$ cat config.mk
export PLATFORM = sky130hd
export DESIGN_NAME = trb_ctrl
export DESIGN_NICKNAME = d
export VERILOG_FILES = /design/src/design/trb_pkg.sv /design/src/design/trb_ctrl.sv
export SDC_FILE = /design/constraint.sdc
export NUM_CORES = 1
export LEC_CHECK = 0
export BUFFER_PORTS_ARGS = -buffer_cell sky130_fd_sc_hd__buf_2
export CORE_UTILIZATION = 35
export CTS_CLUSTER_DIAMETER = 120
export CTS_CLUSTER_SIZE = 14
export DETAILED_ROUTE_END_ITERATION = 10
export GPL_TIMING_DRIVEN = 0
export PLACE_DENSITY = 0.71
export SETUP_SLACK_MARGIN = 0.4
export SLEW_MARGIN = 25
export SYNTH_ARGS = -nofsm -noshare
export SYNTH_HDL_FRONTEND = slang
export SYNTH_SLANG_ARGS = --single-unit
$ cat constraint.sdc
create_clock -name clk -period 2.3 [get_ports clk]
set_clock_uncertainty 0.1 [all_clocks]
set_input_delay 0.46 -clock clk [delete_from_list [all_inputs] [get_ports clk]]
set_output_delay 0.46 -clock clk [all_outputs]
set_load 0.005 [all_outputs]
$ cat src/design/trb_pkg.sv
// Shared types and constants for the timestamp reorder buffer.
// No dependencies; imported by the controller, the datapath and the top level.
`timescale 1ns / 1ps
`default_nettype none
package trb_pkg;

	localparam int CNT_W  = 12;
	localparam int RATE_W = 16;
	localparam int REC_W  = 16;
	localparam int TIME_W = 32;
	localparam int CH_W   = 4;
	localparam int DEP_W  = 7;

	typedef logic [2:0] kind_t;

	localparam kind_t K_REL = 3'd0;
	localparam kind_t K_FRC = 3'd1;
	localparam kind_t K_FST = 3'd2;
	localparam kind_t K_HLD = 3'd3;
	localparam kind_t K_DUP = 3'd4;
	localparam kind_t K_LAT = 3'd5;
	localparam kind_t K_IGN = 3'd6;

	typedef struct packed {
		logic [REC_W-1:0]  rec;
		logic [TIME_W-1:0] en;
		logic [TIME_W-1:0] st;
	} slot_t;

	typedef struct packed {
		logic  latch;
		logic  start_ch;
		logic  pend_inp;
		kind_t pend_kind;
		logic  rd_head;
		logic  pop;
		logic  cur_init;
		logic  rd_cur;
		logic  shift;
		logic  put_new;
		logic  load_out;
		logic  out_last;
	} trb_cmd_t;

	typedef struct packed {
		logic ignored;
		logic div_busy;
		logic e_zero;
		logic dup;
		logic late;
		logic full;
		logic cur_zero;
		logic rd_gt;
		logic rel_ok;
		logic fill_one;
		logic held;
		logic pend_v;
		logic out_free;
	} trb_sts_t;

endpackage
`default_nettype wire

$ cat src/design/trb_ctrl.sv
// Controller state machine of the timestamp reorder buffer.
// Depends on trb_pkg; drives the datapath through trb_cmd_t, reads trb_sts_t.
`timescale 1ns / 1ps
`default_nettype none
module trb_ctrl (
	input  wire logic               clk,
	input  wire logic               arst_n,
	input  wire logic               s_tvalid,
	output logic                    s_tready,
	input  wire trb_pkg::trb_sts_t  sts,
	output trb_pkg::trb_cmd_t       cmd
);
	import trb_pkg::*;

	localparam logic [3:0] S_IDLE = 4'd0;
	localparam logic [3:0] S_CHK  = 4'd1;
	localparam logic [3:0] S_DIV  = 4'd2;
	localparam logic [3:0] S_EN   = 4'd3;
	localparam logic [3:0] S_CLS  = 4'd4;
	localparam logic [3:0] S_FRD  = 4'd5;
	localparam logic [3:0] S_FWT  = 4'd6;
	localparam logic [3:0] S_CUR  = 4'd7;
	localparam logic [3:0] S_INS  = 4'd8;
	localparam logic [3:0] S_IWT  = 4'd9;
	localparam logic [3:0] S_RRD  = 4'd10;
	localparam logic [3:0] S_RWT  = 4'd11;
	localparam logic [3:0] S_END  = 4'd12;
	localparam logic [3:0] S_FIN  = 4'd13;

	logic [3:0] state_q, state_d;

	assign s_tready = (state_q == S_IDLE);

	// next state and commands
	always_comb begin
		state_d = state_q;
		cmd     = '0;
		case (state_q)
			S_IDLE: begin
				if (s_tvalid) begin
					cmd.latch = 1'b1;
					state_d   = S_CHK;
				end
			end
			S_CHK: begin
				if (sts.ignored) begin
					cmd.pend_inp  = 1'b1;
					cmd.pend_kind = K_IGN;
					state_d       = S_FIN;
				end else begin
					state_d = S_DIV;
				end
			end
			S_DIV: begin
				if (!sts.div_busy) begin
					state_d = S_EN;
				end
			end
			S_EN: state_d = S_CLS;
			S_CLS: begin
				if (sts.e_zero) begin
					cmd.start_ch  = 1'b1;
					cmd.pend_inp  = 1'b1;
					cmd.pend_kind = K_FST;
					state_d       = S_FIN;
				end else if (sts.dup) begin
					cmd.pend_inp  = 1'b1;
					cmd.pend_kind = K_DUP;
					state_d       = S_FIN;
				end else if (sts.late) begin
					cmd.pend_inp  = 1'b1;
					cmd.pend_kind = K_LAT;
					state_d       = S_FIN;
				end else if (sts.full) begin
					state_d = S_FRD;
				end else begin
					state_d = S_CUR;
				end
			end
			S_FRD: begin
				cmd.rd_head = 1'b1;
				state_d     = S_FWT;
			end
			S_FWT: begin
				cmd.pop       = 1'b1;
				cmd.pend_kind = K_FRC;
				state_d       = S_CUR;
			end
			S_CUR: begin
				cmd.cur_init = 1'b1;
				state_d      = S_INS;
			end
			S_INS: begin
				if (sts.cur_zero) begin
					cmd.put_new = 1'b1;
					state_d     = S_RRD;
				end else begin
					cmd.rd_cur = 1'b1;
					state_d    = S_IWT;
				end
			end
			S_IWT: begin
				if (sts.rd_gt) begin
					cmd.shift = 1'b1;
					state_d   = S_INS;
				end else begin
					cmd.put_new = 1'b1;
					state_d     = S_RRD;
				end
			end
			S_RRD: begin
				cmd.rd_head = 1'b1;
				state_d     = S_RWT;
			end
			S_RWT: begin
				if (!sts.rel_ok) begin
					state_d = S_END;
				end else if (!sts.pend_v || sts.out_free) begin
					cmd.load_out  = sts.pend_v;
					cmd.pop       = 1'b1;
					cmd.pend_kind = K_REL;
					state_d       = sts.fill_one ? S_END : S_RRD;
				end
			end
			S_END: begin
				if (!sts.held) begin
					state_d = S_FIN;
				end else if (!sts.pend_v || sts.out_free) begin
					cmd.load_out  = sts.pend_v;
					cmd.pend_inp  = 1'b1;
					cmd.pend_kind = K_HLD;
					state_d       = S_FIN;
				end
			end
			S_FIN: begin
				if (sts.out_free) begin
					cmd.load_out = 1'b1;
					cmd.out_last = 1'b1;
					state_d      = S_IDLE;
				end
			end
			default: state_d = S_IDLE;
		endcase
	end

	// state register
	always_ff @(posedge clk or negedge arst_n) begin
		if (!arst_n) begin
			state_q <= S_IDLE;
		end else begin
			state_q <= state_d;
		end
	end
endmodule
`default_nettype wire

# --- After elaboration in Yosys (flattened, before gate mapping) ---
# Cells that the tools add are included.
totals:
  regBits: 4
  in_bits: 16
  output_inout_bits: 15
  elab_cells: 70
op_classes:
  n_eq_ne: 18
  n_mux: 46
  n_reduce_logical: 5
ops:
  columns: ["cell", "n"]
  rows:
  - ["4-bit 2-to-1 mux", 17]
  - ["4-bit one-hot mux with 14 select lines", 1]
  - ["4-bit == test, second input constant", 6]
  - ["1-bit 2-to-1 mux", 18]
  - ["4-bit by 3-bit == test with 1-bit output, second input constant", 4]
  - ["3-bit one-hot mux with 4 select lines", 1]
  - ["4-bit by 2-bit == test with 1-bit output, second input constant", 2]
  - ["2-bit 2-to-1 mux", 4]
  - ["2-bit != test, second input constant", 3]
  - ["3-bit != test, second input constant", 2]
  - ["1-bit one-hot mux with 3 select lines", 2]
  - ["5-bit AND reduction", 1]
  - ["4-bit by 1-bit == test with 1-bit output, second input constant", 1]
  - ["4-bit logical NOT", 1]
  - ["1-bit one-hot mux with 2 select lines", 2]
  - ["3-bit 2-to-1 mux", 1]
  - ["2-bit OR reduction", 1]
  - ["1-bit logical NOT", 1]
  - ["1-bit logical OR", 1]

# --- Depth between registers and ports, before layout ---
# Gate-level depths: netlist of run 1.
depth:
  ltp_word: 5
  depth_mapped: 6
  ltp_nobuf: 4

# --- Worst setup path after synthesis of run 1 ---
# No wires, ideal clock.
synth_timing:
  path_type: "reg2out"
  from: "reg state_q[0]"
  to: "out cmd[10] in the netlist's numbering"
  arrival_ns: 1.237
  required_time_ns: 1.740
  setup_slack_ns: 0.503
  stages_incl_launch_ff: 6
  path_cell_list: "dfrtp_1 > buf_4 > or2_1 > nor3_2 > o21ai_0 > o21ai_1"
synth_lines:
  columns: ["item", "line_no", "source"]
  rows:
  - ["start: declaration", "trb_ctrl.sv:30", "logic [3:0] state_q, state_d;"]
  - ["start signal: assignment", "trb_ctrl.sv:151", "state_q <= state_d;"]
  - ["end: declaration", "trb_ctrl.sv:11", "output trb_pkg::trb_cmd_t cmd"]

==> results of run 1 <==
## metal layers
metal / track usage / part of all wire
met3: 0.0407 / 0.085
met4: 0.0667 / 0.027
met1: 0.298 / 0.39
met2: 0.395 / 0.50
met5: 0 / 0
## cell usage in the layout, fill, tap and decap left out, types with 3 or more instances in the layout
master	count
sky130_fd_sc_hd__buf_6	8
sky130_fd_sc_hd__a21oi_1	5
sky130_fd_sc_hd__inv_1	5
sky130_fd_sc_hd__clkbuf_4	3
sky130_fd_sc_hd__or3b_1	3
sky130_fd_sc_hd__buf_2	30
sky130_fd_sc_hd__and3_1	3
sky130_fd_sc_hd__buf_4	14
sky130_fd_sc_hd__nor3_1	4
sky130_fd_sc_hd__o31ai_1	3
sky130_fd_sc_hd__nand2_1	7
## worst register-to-register path, cell delays in order, from the launching register on
cell	delay [ns]
sky130_fd_sc_hd__dfrtp_2	0.42
sky130_fd_sc_hd__buf_4	0.16
sky130_fd_sc_hd__or4_4	0.54
sky130_fd_sc_hd__a21oi_4	0.18
sky130_fd_sc_hd__a311oi_2	0.09
sky130_fd_sc_hd__mux2_4	0.32
## report_power, final
group          internal, mW  switching (mW)  total, mW
Combinational         0.757           0.753       1.51
Sequential            0.115          0.0322      0.147
Clock                0.0585          0.0300     0.0884
Total                 0.930           0.815       1.74
## worst max path at each step
| stage | slack (ns) | cells after the start | startpoint | to |
|---|---|---|---|---|
| 3_3_place_gp | 0.21 | 7 | state_q[3]$_DFFE_PN0P_ | cmd[11] |
| 3_5_place_dp | 0.21 | 7 | state_q[3]$_DFFE_PN0P_ | cmd[11] |
| 2_1_floorplan | 0.50 | 5 | state_q[0]$_DFFE_PN0P_ | cmd[10] |
| 5_1_grt | 0.10 | 6 | state_q[0]$_DFFE_PN0P_ | cmd[8] |
| 6_report | 0.15 | 5 | state_q[0]$_DFFE_PN0P_ | cmd[6] |
| 4_1_cts | 0.16 | 6 | state_q[0]$_DFFE_PN0P_ | cmd[8] |
## cell type report
type,count,area share
clock buffers,3,0.0176
plain buffers,8,0.0764
well taps,27,0.0264
inverters,5,0.0147
repair buffers,47,0.225
flip-flops and latches,4,0.0803
multi-input cells,81,0.559
## stage by stage
stage / power (mW) / std cells / utilization / hold WS, ns
after CTS: 1.49 / 169 / 0.581 / 0.455
after global placement: 1.10 / 155 / 0.470 / 0.164
after floorplan: 0.856 / 98 / - / 0.0644
final: 1.74 / 175 / 0.645 / 0.448
after detailed placement: 1.10 / 155 / 0.470 / 0.165
after global routing: 1.85 / 175 / 0.645 / 0.488
## repair_timing
action | CTS | global route
setup buffers | 10 | 6
cloned | 0 | 0
pin swaps | 3 | 11
gates resized for setup | 27 | 19
hold buffers | 1 | 0
hold endpoints to repair | 4 | 0
endpoints found under the setup margin | 15 | 16
## cell families (layout without fill, tap and decap cells)
| group | after synthesis | in the layout |
|---|---|---|
| buf+inv | 13 | 63 |
| compound gates | 29 | 29 |
| simple gates | 49 | 49 |
| flops | 4 | 4 |
| mux | 3 | 3 |
==> run metrics, run 1 <==
number of sinks handled by clock tree synthesis 4; total of warnings raised by yosys 0; number of slew-limit violations in the final report 0; CTS tree yes; Critical-path top delay cell sky130_fd_sc_hd__dfrtp_2; Worst IR Drop VDD just under 700 µV; library cell used as clock root buffer sky130_fd_sc_hd__clkbuf_4; routed length per placed instance 15.7 µm; Net Count, Synth approximately 110; largest registers ranked by flip-flop count state_q: 4 flops; total number of vias 1055; number of max-capacitance violations reported 0; Hold Path Class in -> async; cell area after placement 931 µm²; vias in the first global route 916; residual DRC count 0; Critical R2R Capture state_q[2]$_DFFE_PN0P_; Synth Area in Simple Gates 0.407; # port buffers 30; share of async-settable or async-resettable flops after synthesis 1.00; area of the placeable core a little under 0.002 mm²; area share of the largest cell type after synthesis 0.134; placer's final routability congestion estimate 0.924; status finished, final reports clean; Antenna Nets Post-Route 0; number of filler cells placed in the layout 155; total grt overflow 0; hpwl dp 1.69 mm; maximum buffer depth of the clock tree 2; sum of negative setup slack 0 ns; FMAX 0.465 GHz; area of the multi-input gates 714 µm²; Synth Area in Compound Gates 0.298; Reg2Reg Launch Point state_q[0]$_DFFE_PN0P_; Bufs and invs on worst path 2; unrepaired setup endpoints after global routing true; post-CTS clock slew at the launch and capture registers of the worst setup and hold paths about 0.040 ns; IO Count 31; sequential share of the synthesized area 0.134; Crit path arrival time 1.59 ns; standard-cell row count 16; biggest area consumer among synthesized cells sky130_fd_sc_hd__dfrtp_1; pin count of the biggest net entering global routing 11; Syn-to-layout area delta 71.0%; critical path fanouts, max 6; Worst setup SP type register; power per cell area ~1400 mW/mm²; flip-flop count of the largest register after layout 4; combinational family with the most area after synthesis simple AND/OR/NAND/NOR gates; XOR/XNOR share of the synthesized area 0; top_reg_cell synth sky130_fd_sc_hd__dfrtp_1; antenna violations before repair 0; fin crit share 0.935; most instantiated cells after synthesis sky130_fd_sc_hd__nand2_1 (9), sky130_fd_sc_hd__nor3_1 (6), sky130_fd_sc_hd__a21oi_1 (5), sky130_fd_sc_hd__inv_1 (5), sky130_fd_sc_hd__nor2_1 (5); total standard cell area after synthesis 747 µm²; setup-violating endpoint count in the final report 0; initial standard-cell utilization of the core 0.377; Vert. Die Dim 48.2 µm; share of post-route cells with drive strength above 1 0.574; worst reg-to-reg setup slack 0.38 ns; DIE WIDTH 48.2 µm; Worst Setup Slack post-DPL approximately 0.21 ns; number of search-and-repair iterations in the first detailed-routing pass 5; cell types with the largest area share after synthesis sky130_fd_sc_hd__dfrtp_1 (13%), sky130_fd_sc_hd__buf_6 (6.0%), sky130_fd_sc_hd__nand2_1 (4.5%), sky130_fd_sc_hd__nor3_1 (4.0%), sky130_fd_sc_hd__o31ai_1 (4.0%); clock insertion delay at the later pin of the skew report 0.24 ns; diode insertion count for antenna repair 0; Detailed Route WL 2.75 mm; footprint of the flip-flops and latches 103 µm²; Largest stage delay, worst path 0.42 ns; # H-tree levels 1; mux share of post-synthesis cell area 0.0469; total non-filler cell area in the finished layout 0.00128 mm²; average cell area after synthesis approximately 7.6 µm²; chain of cells forming the critical path buf_6 > or3b_1 > o31ai_1 > and2_1 > buf_2; Hold Fails Final Rpt 0; Layout Nets ~170; minimum clock period ~2.2 ns; crit path setup slack, layout 0.150 ns; Leak Pwr around 0.6 nW; leading cell type by number of instances after synthesis sky130_fd_sc_hd__nand2_1; delay-heaviest family, CP simple AND/OR/NAND/NOR gates; nature of the critical path endpoint output port; wire length of the first global-routing pass ~3.9 mm; overall global routing resource usage 0.232; instance count of the mapped netlist 98; Worst Reg2Reg Path Length in Cells 5; starting DRC count in detailed routing 31; register with the highest flop count state_q; number of register bits inferred by synthesis 4; number of CTS-inserted buffers 3; Synth Area in Adders 0; required time of the critical path 1.74 ns; number of synthesized flops with an enable pin 0; worst slew slack as a fraction of its limit 0.681; actual transition at the worst max-transition pin 0.477 ns; vias per std cell between 6 and 7; number of distinct standard cells referenced by the synthesized netlist 45; critical path class reg -> out; die outline area around 0.0023 mm²
Power figures use the tool's default switching activity.
==> run 2, diff against run 1 <==
- clock period: 2.3 -> 2.2 ns (I/O delays scaled with it)
==> run metrics, run 2 (synthesis results as in run 1) <==
status finished, final reports clean (unchanged); Vert. Die Dim 48.2 µm (unchanged); Worst IR Drop VDD 810 µV (was 692 µV); library cell used as clock root buffer sky130_fd_sc_hd__clkbuf_4 (unchanged); nature of the critical path endpoint output port (unchanged); minimum clock period 2.14 ns; share of post-route cells with drive strength above 1 0.624 (was 0.574); register with the highest flop count state_q (unchanged); FMAX roughly 0.47 GHz; antenna violations before repair 0 (unchanged); residual DRC count 0 (unchanged); Antenna Nets Post-Route 0 (unchanged); Hold Fails Final Rpt 0 (unchanged); Layout Nets 175 (was 166); fin crit share 0.973; total grt overflow 0 (unchanged); Leak Pwr 0.657 nW (was 0.614 nW); Largest stage delay, worst path 0.43 ns (was 0.42 ns); DIE WIDTH 48.2 µm (unchanged); hpwl dp 1.69 mm (unchanged); number of CTS-inserted buffers 3 (unchanged); number of sinks handled by clock tree synthesis 4 (unchanged); Worst setup SP type register (unchanged); Syn-to-layout area delta 86.3% (was 71.0%); worst reg-to-reg setup slack 0.30 ns (was 0.38 ns); required time of the critical path 1.66 ns (was 1.74 ns); largest registers ranked by flip-flop count state_q: 4 flops (unchanged); post-CTS clock slew at the launch and capture registers of the worst setup and hold paths 0.04 ns (about the same); routed length per placed instance 17.8 µm (was 15.7 µm); Reg2Reg Launch Point state_q[0]$_DFFE_PN0P_ (unchanged); flip-flop count of the largest register after layout 4 (unchanged); starting DRC count in detailed routing 71 (was 31); pin count of the biggest net entering global routing 11 (unchanged); initial standard-cell utilization of the core 0.377 (unchanged); chain of cells forming the critical path buf_6 > or3b_1 > o31ai_1 > and2_1 > buf_2 (unchanged); CTS tree yes (unchanged); number of max-capacitance violations reported 0 (unchanged); setup-violating endpoint count in the final report 0 (unchanged); # port buffers 30 (unchanged); wire length of the first global-routing pass 4.12 mm (was 3.89 mm); standard-cell row count 16 (unchanged); Worst Reg2Reg Path Length in Cells 6 (was 5); IO Count 31 (unchanged); total non-filler cell area in the finished layout 0.00139 mm² (was 0.00128 mm²); hold slack 0.434 ns (was 0.448 ns); clock insertion delay at the later pin of the skew report 0.23 ns (was 0.24 ns); number of search-and-repair iterations in the first detailed-routing pass 5 (unchanged); power per cell area 1450 mW/mm² (was 1370 mW/mm²); number of slew-limit violations in the final report 0 (unchanged); end-of-flow core utilization 0.702 (was 0.645); cell area after placement 931 µm² (unchanged); die outline area 0.00232 mm² (unchanged); vias per std cell 6.09 (was 6.03); # H-tree levels 1 (unchanged); unrepaired setup endpoints after global routing true (unchanged); critical path class reg -> out (unchanged); most common cell after layout, fill and taps aside sky130_fd_sc_hd__buf_2 (unchanged); area of the placeable core 0.00198 mm² (unchanged); total number of vias 1121 (was 1055); Critical R2R Capture state_q[2]$_DFFE_PN0P_ (unchanged); worst slew slack as a fraction of its limit 0.681 (about the same); actual transition at the worst max-transition pin 0.478 ns (was 0.477 ns); critical path fanouts, max 8 (was 6); maximum buffer depth of the clock tree 2 (unchanged); Critical-path top delay cell sky130_fd_sc_hd__dfrtp_2 (unchanged); sum of negative setup slack 0 ns (unchanged); Hold Path Class in -> async (unchanged); diode insertion count for antenna repair 0 (unchanged); overall global routing resource usage 0.250 (was 0.232); Crit path arrival time 1.60 ns (was 1.59 ns); placer's final routability congestion estimate 0.924 (unchanged); number of filler cells placed in the layout 136 (was 155); vias in the first global route 950 (was 916); Detailed Route WL 3.28 mm (was 2.75 mm); top library cells by usage in the layout, fill and taps aside sky130_fd_sc_hd__buf_2 (28), sky130_fd_sc_hd__buf_4 (20), sky130_fd_sc_hd__buf_6 (13) (was sky130_fd_sc_hd__buf_2 (30), sky130_fd_sc_hd__buf_4 (14), sky130_fd_sc_hd__buf_6 (8))
run 2: through the flow:
step           power, mW  std cells  setup WS (ns)
6_report            2.02        184         0.0603
5_1_grt             2.13        184         0.0212
4_1_cts             1.65        172         0.0808
3_5_place_dp        1.15        155          0.132
3_3_place_gp        1.15        155          0.130
2_1_floorplan      0.895         98          0.423
run 2: worst max path at each step:
stage	slack, ns	depth (start not counted)	startpoint	to
floorplan	0.42	5	state_q[0]$_DFFE_PN0P_	cmd[10]
global route	0.02	6	state_q[0]$_DFFE_PN0P_	cmd[10]
detailed placement	0.13	7	state_q[3]$_DFFE_PN0P_	cmd[11]
CTS	0.08	6	state_q[0]$_DFFE_PN0P_	cmd[8]
global placement	0.13	7	state_q[3]$_DFFE_PN0P_	cmd[11]
finish	0.06	5	state_q[0]$_DFFE_PN0P_	cmd[6]
run 2: routing by layer:
metal	wire length, µm	GRT usage
met4	82	0.0833
met3	281	0.0333
met5	0	0
met2	1720	0.443
met1	1190	0.309
run 2: timing repair:
item / CTS / global route
hold buffers: 1 / 0
setup buffers: 13 / 12
resized for setup: 34 / 21
pin swaps: 6 / 13
endpoints found under the hold margin: 4 / 0
endpoints found under the setup margin: 16 / 19
run 2: layout make-up:
type	instances	area (µm²)	share of cell area
multi-input combinational	81	737	0.530
timing repair buffer	56	379	0.272
sequential	4	103	0.0737
buffer	8	97.6	0.0701
tap	27	33.8	0.0243
clock buffer	3	22.5	0.0162
inverter	5	18.8	0.0135
run 2: power breakdown:
| part | switching (mW) | internal (mW) |
|---|---|---|
| Sequential | 0.0335 | 0.120 |
| Combinational | 0.864 | 0.915 |
| Clock | 0.0293 | 0.0610 |
| Total | 0.927 | 1.10 |
run 2: worst max-delay path: cells and delay by family, from the launching register on:
family	cells	cell delay, ns
AND/OR/NAND/NOR	2	0.59
flip-flops	1	0.43
buffers and inverters	2	0.26
AO/OA/AOI/OAI	1	0.10
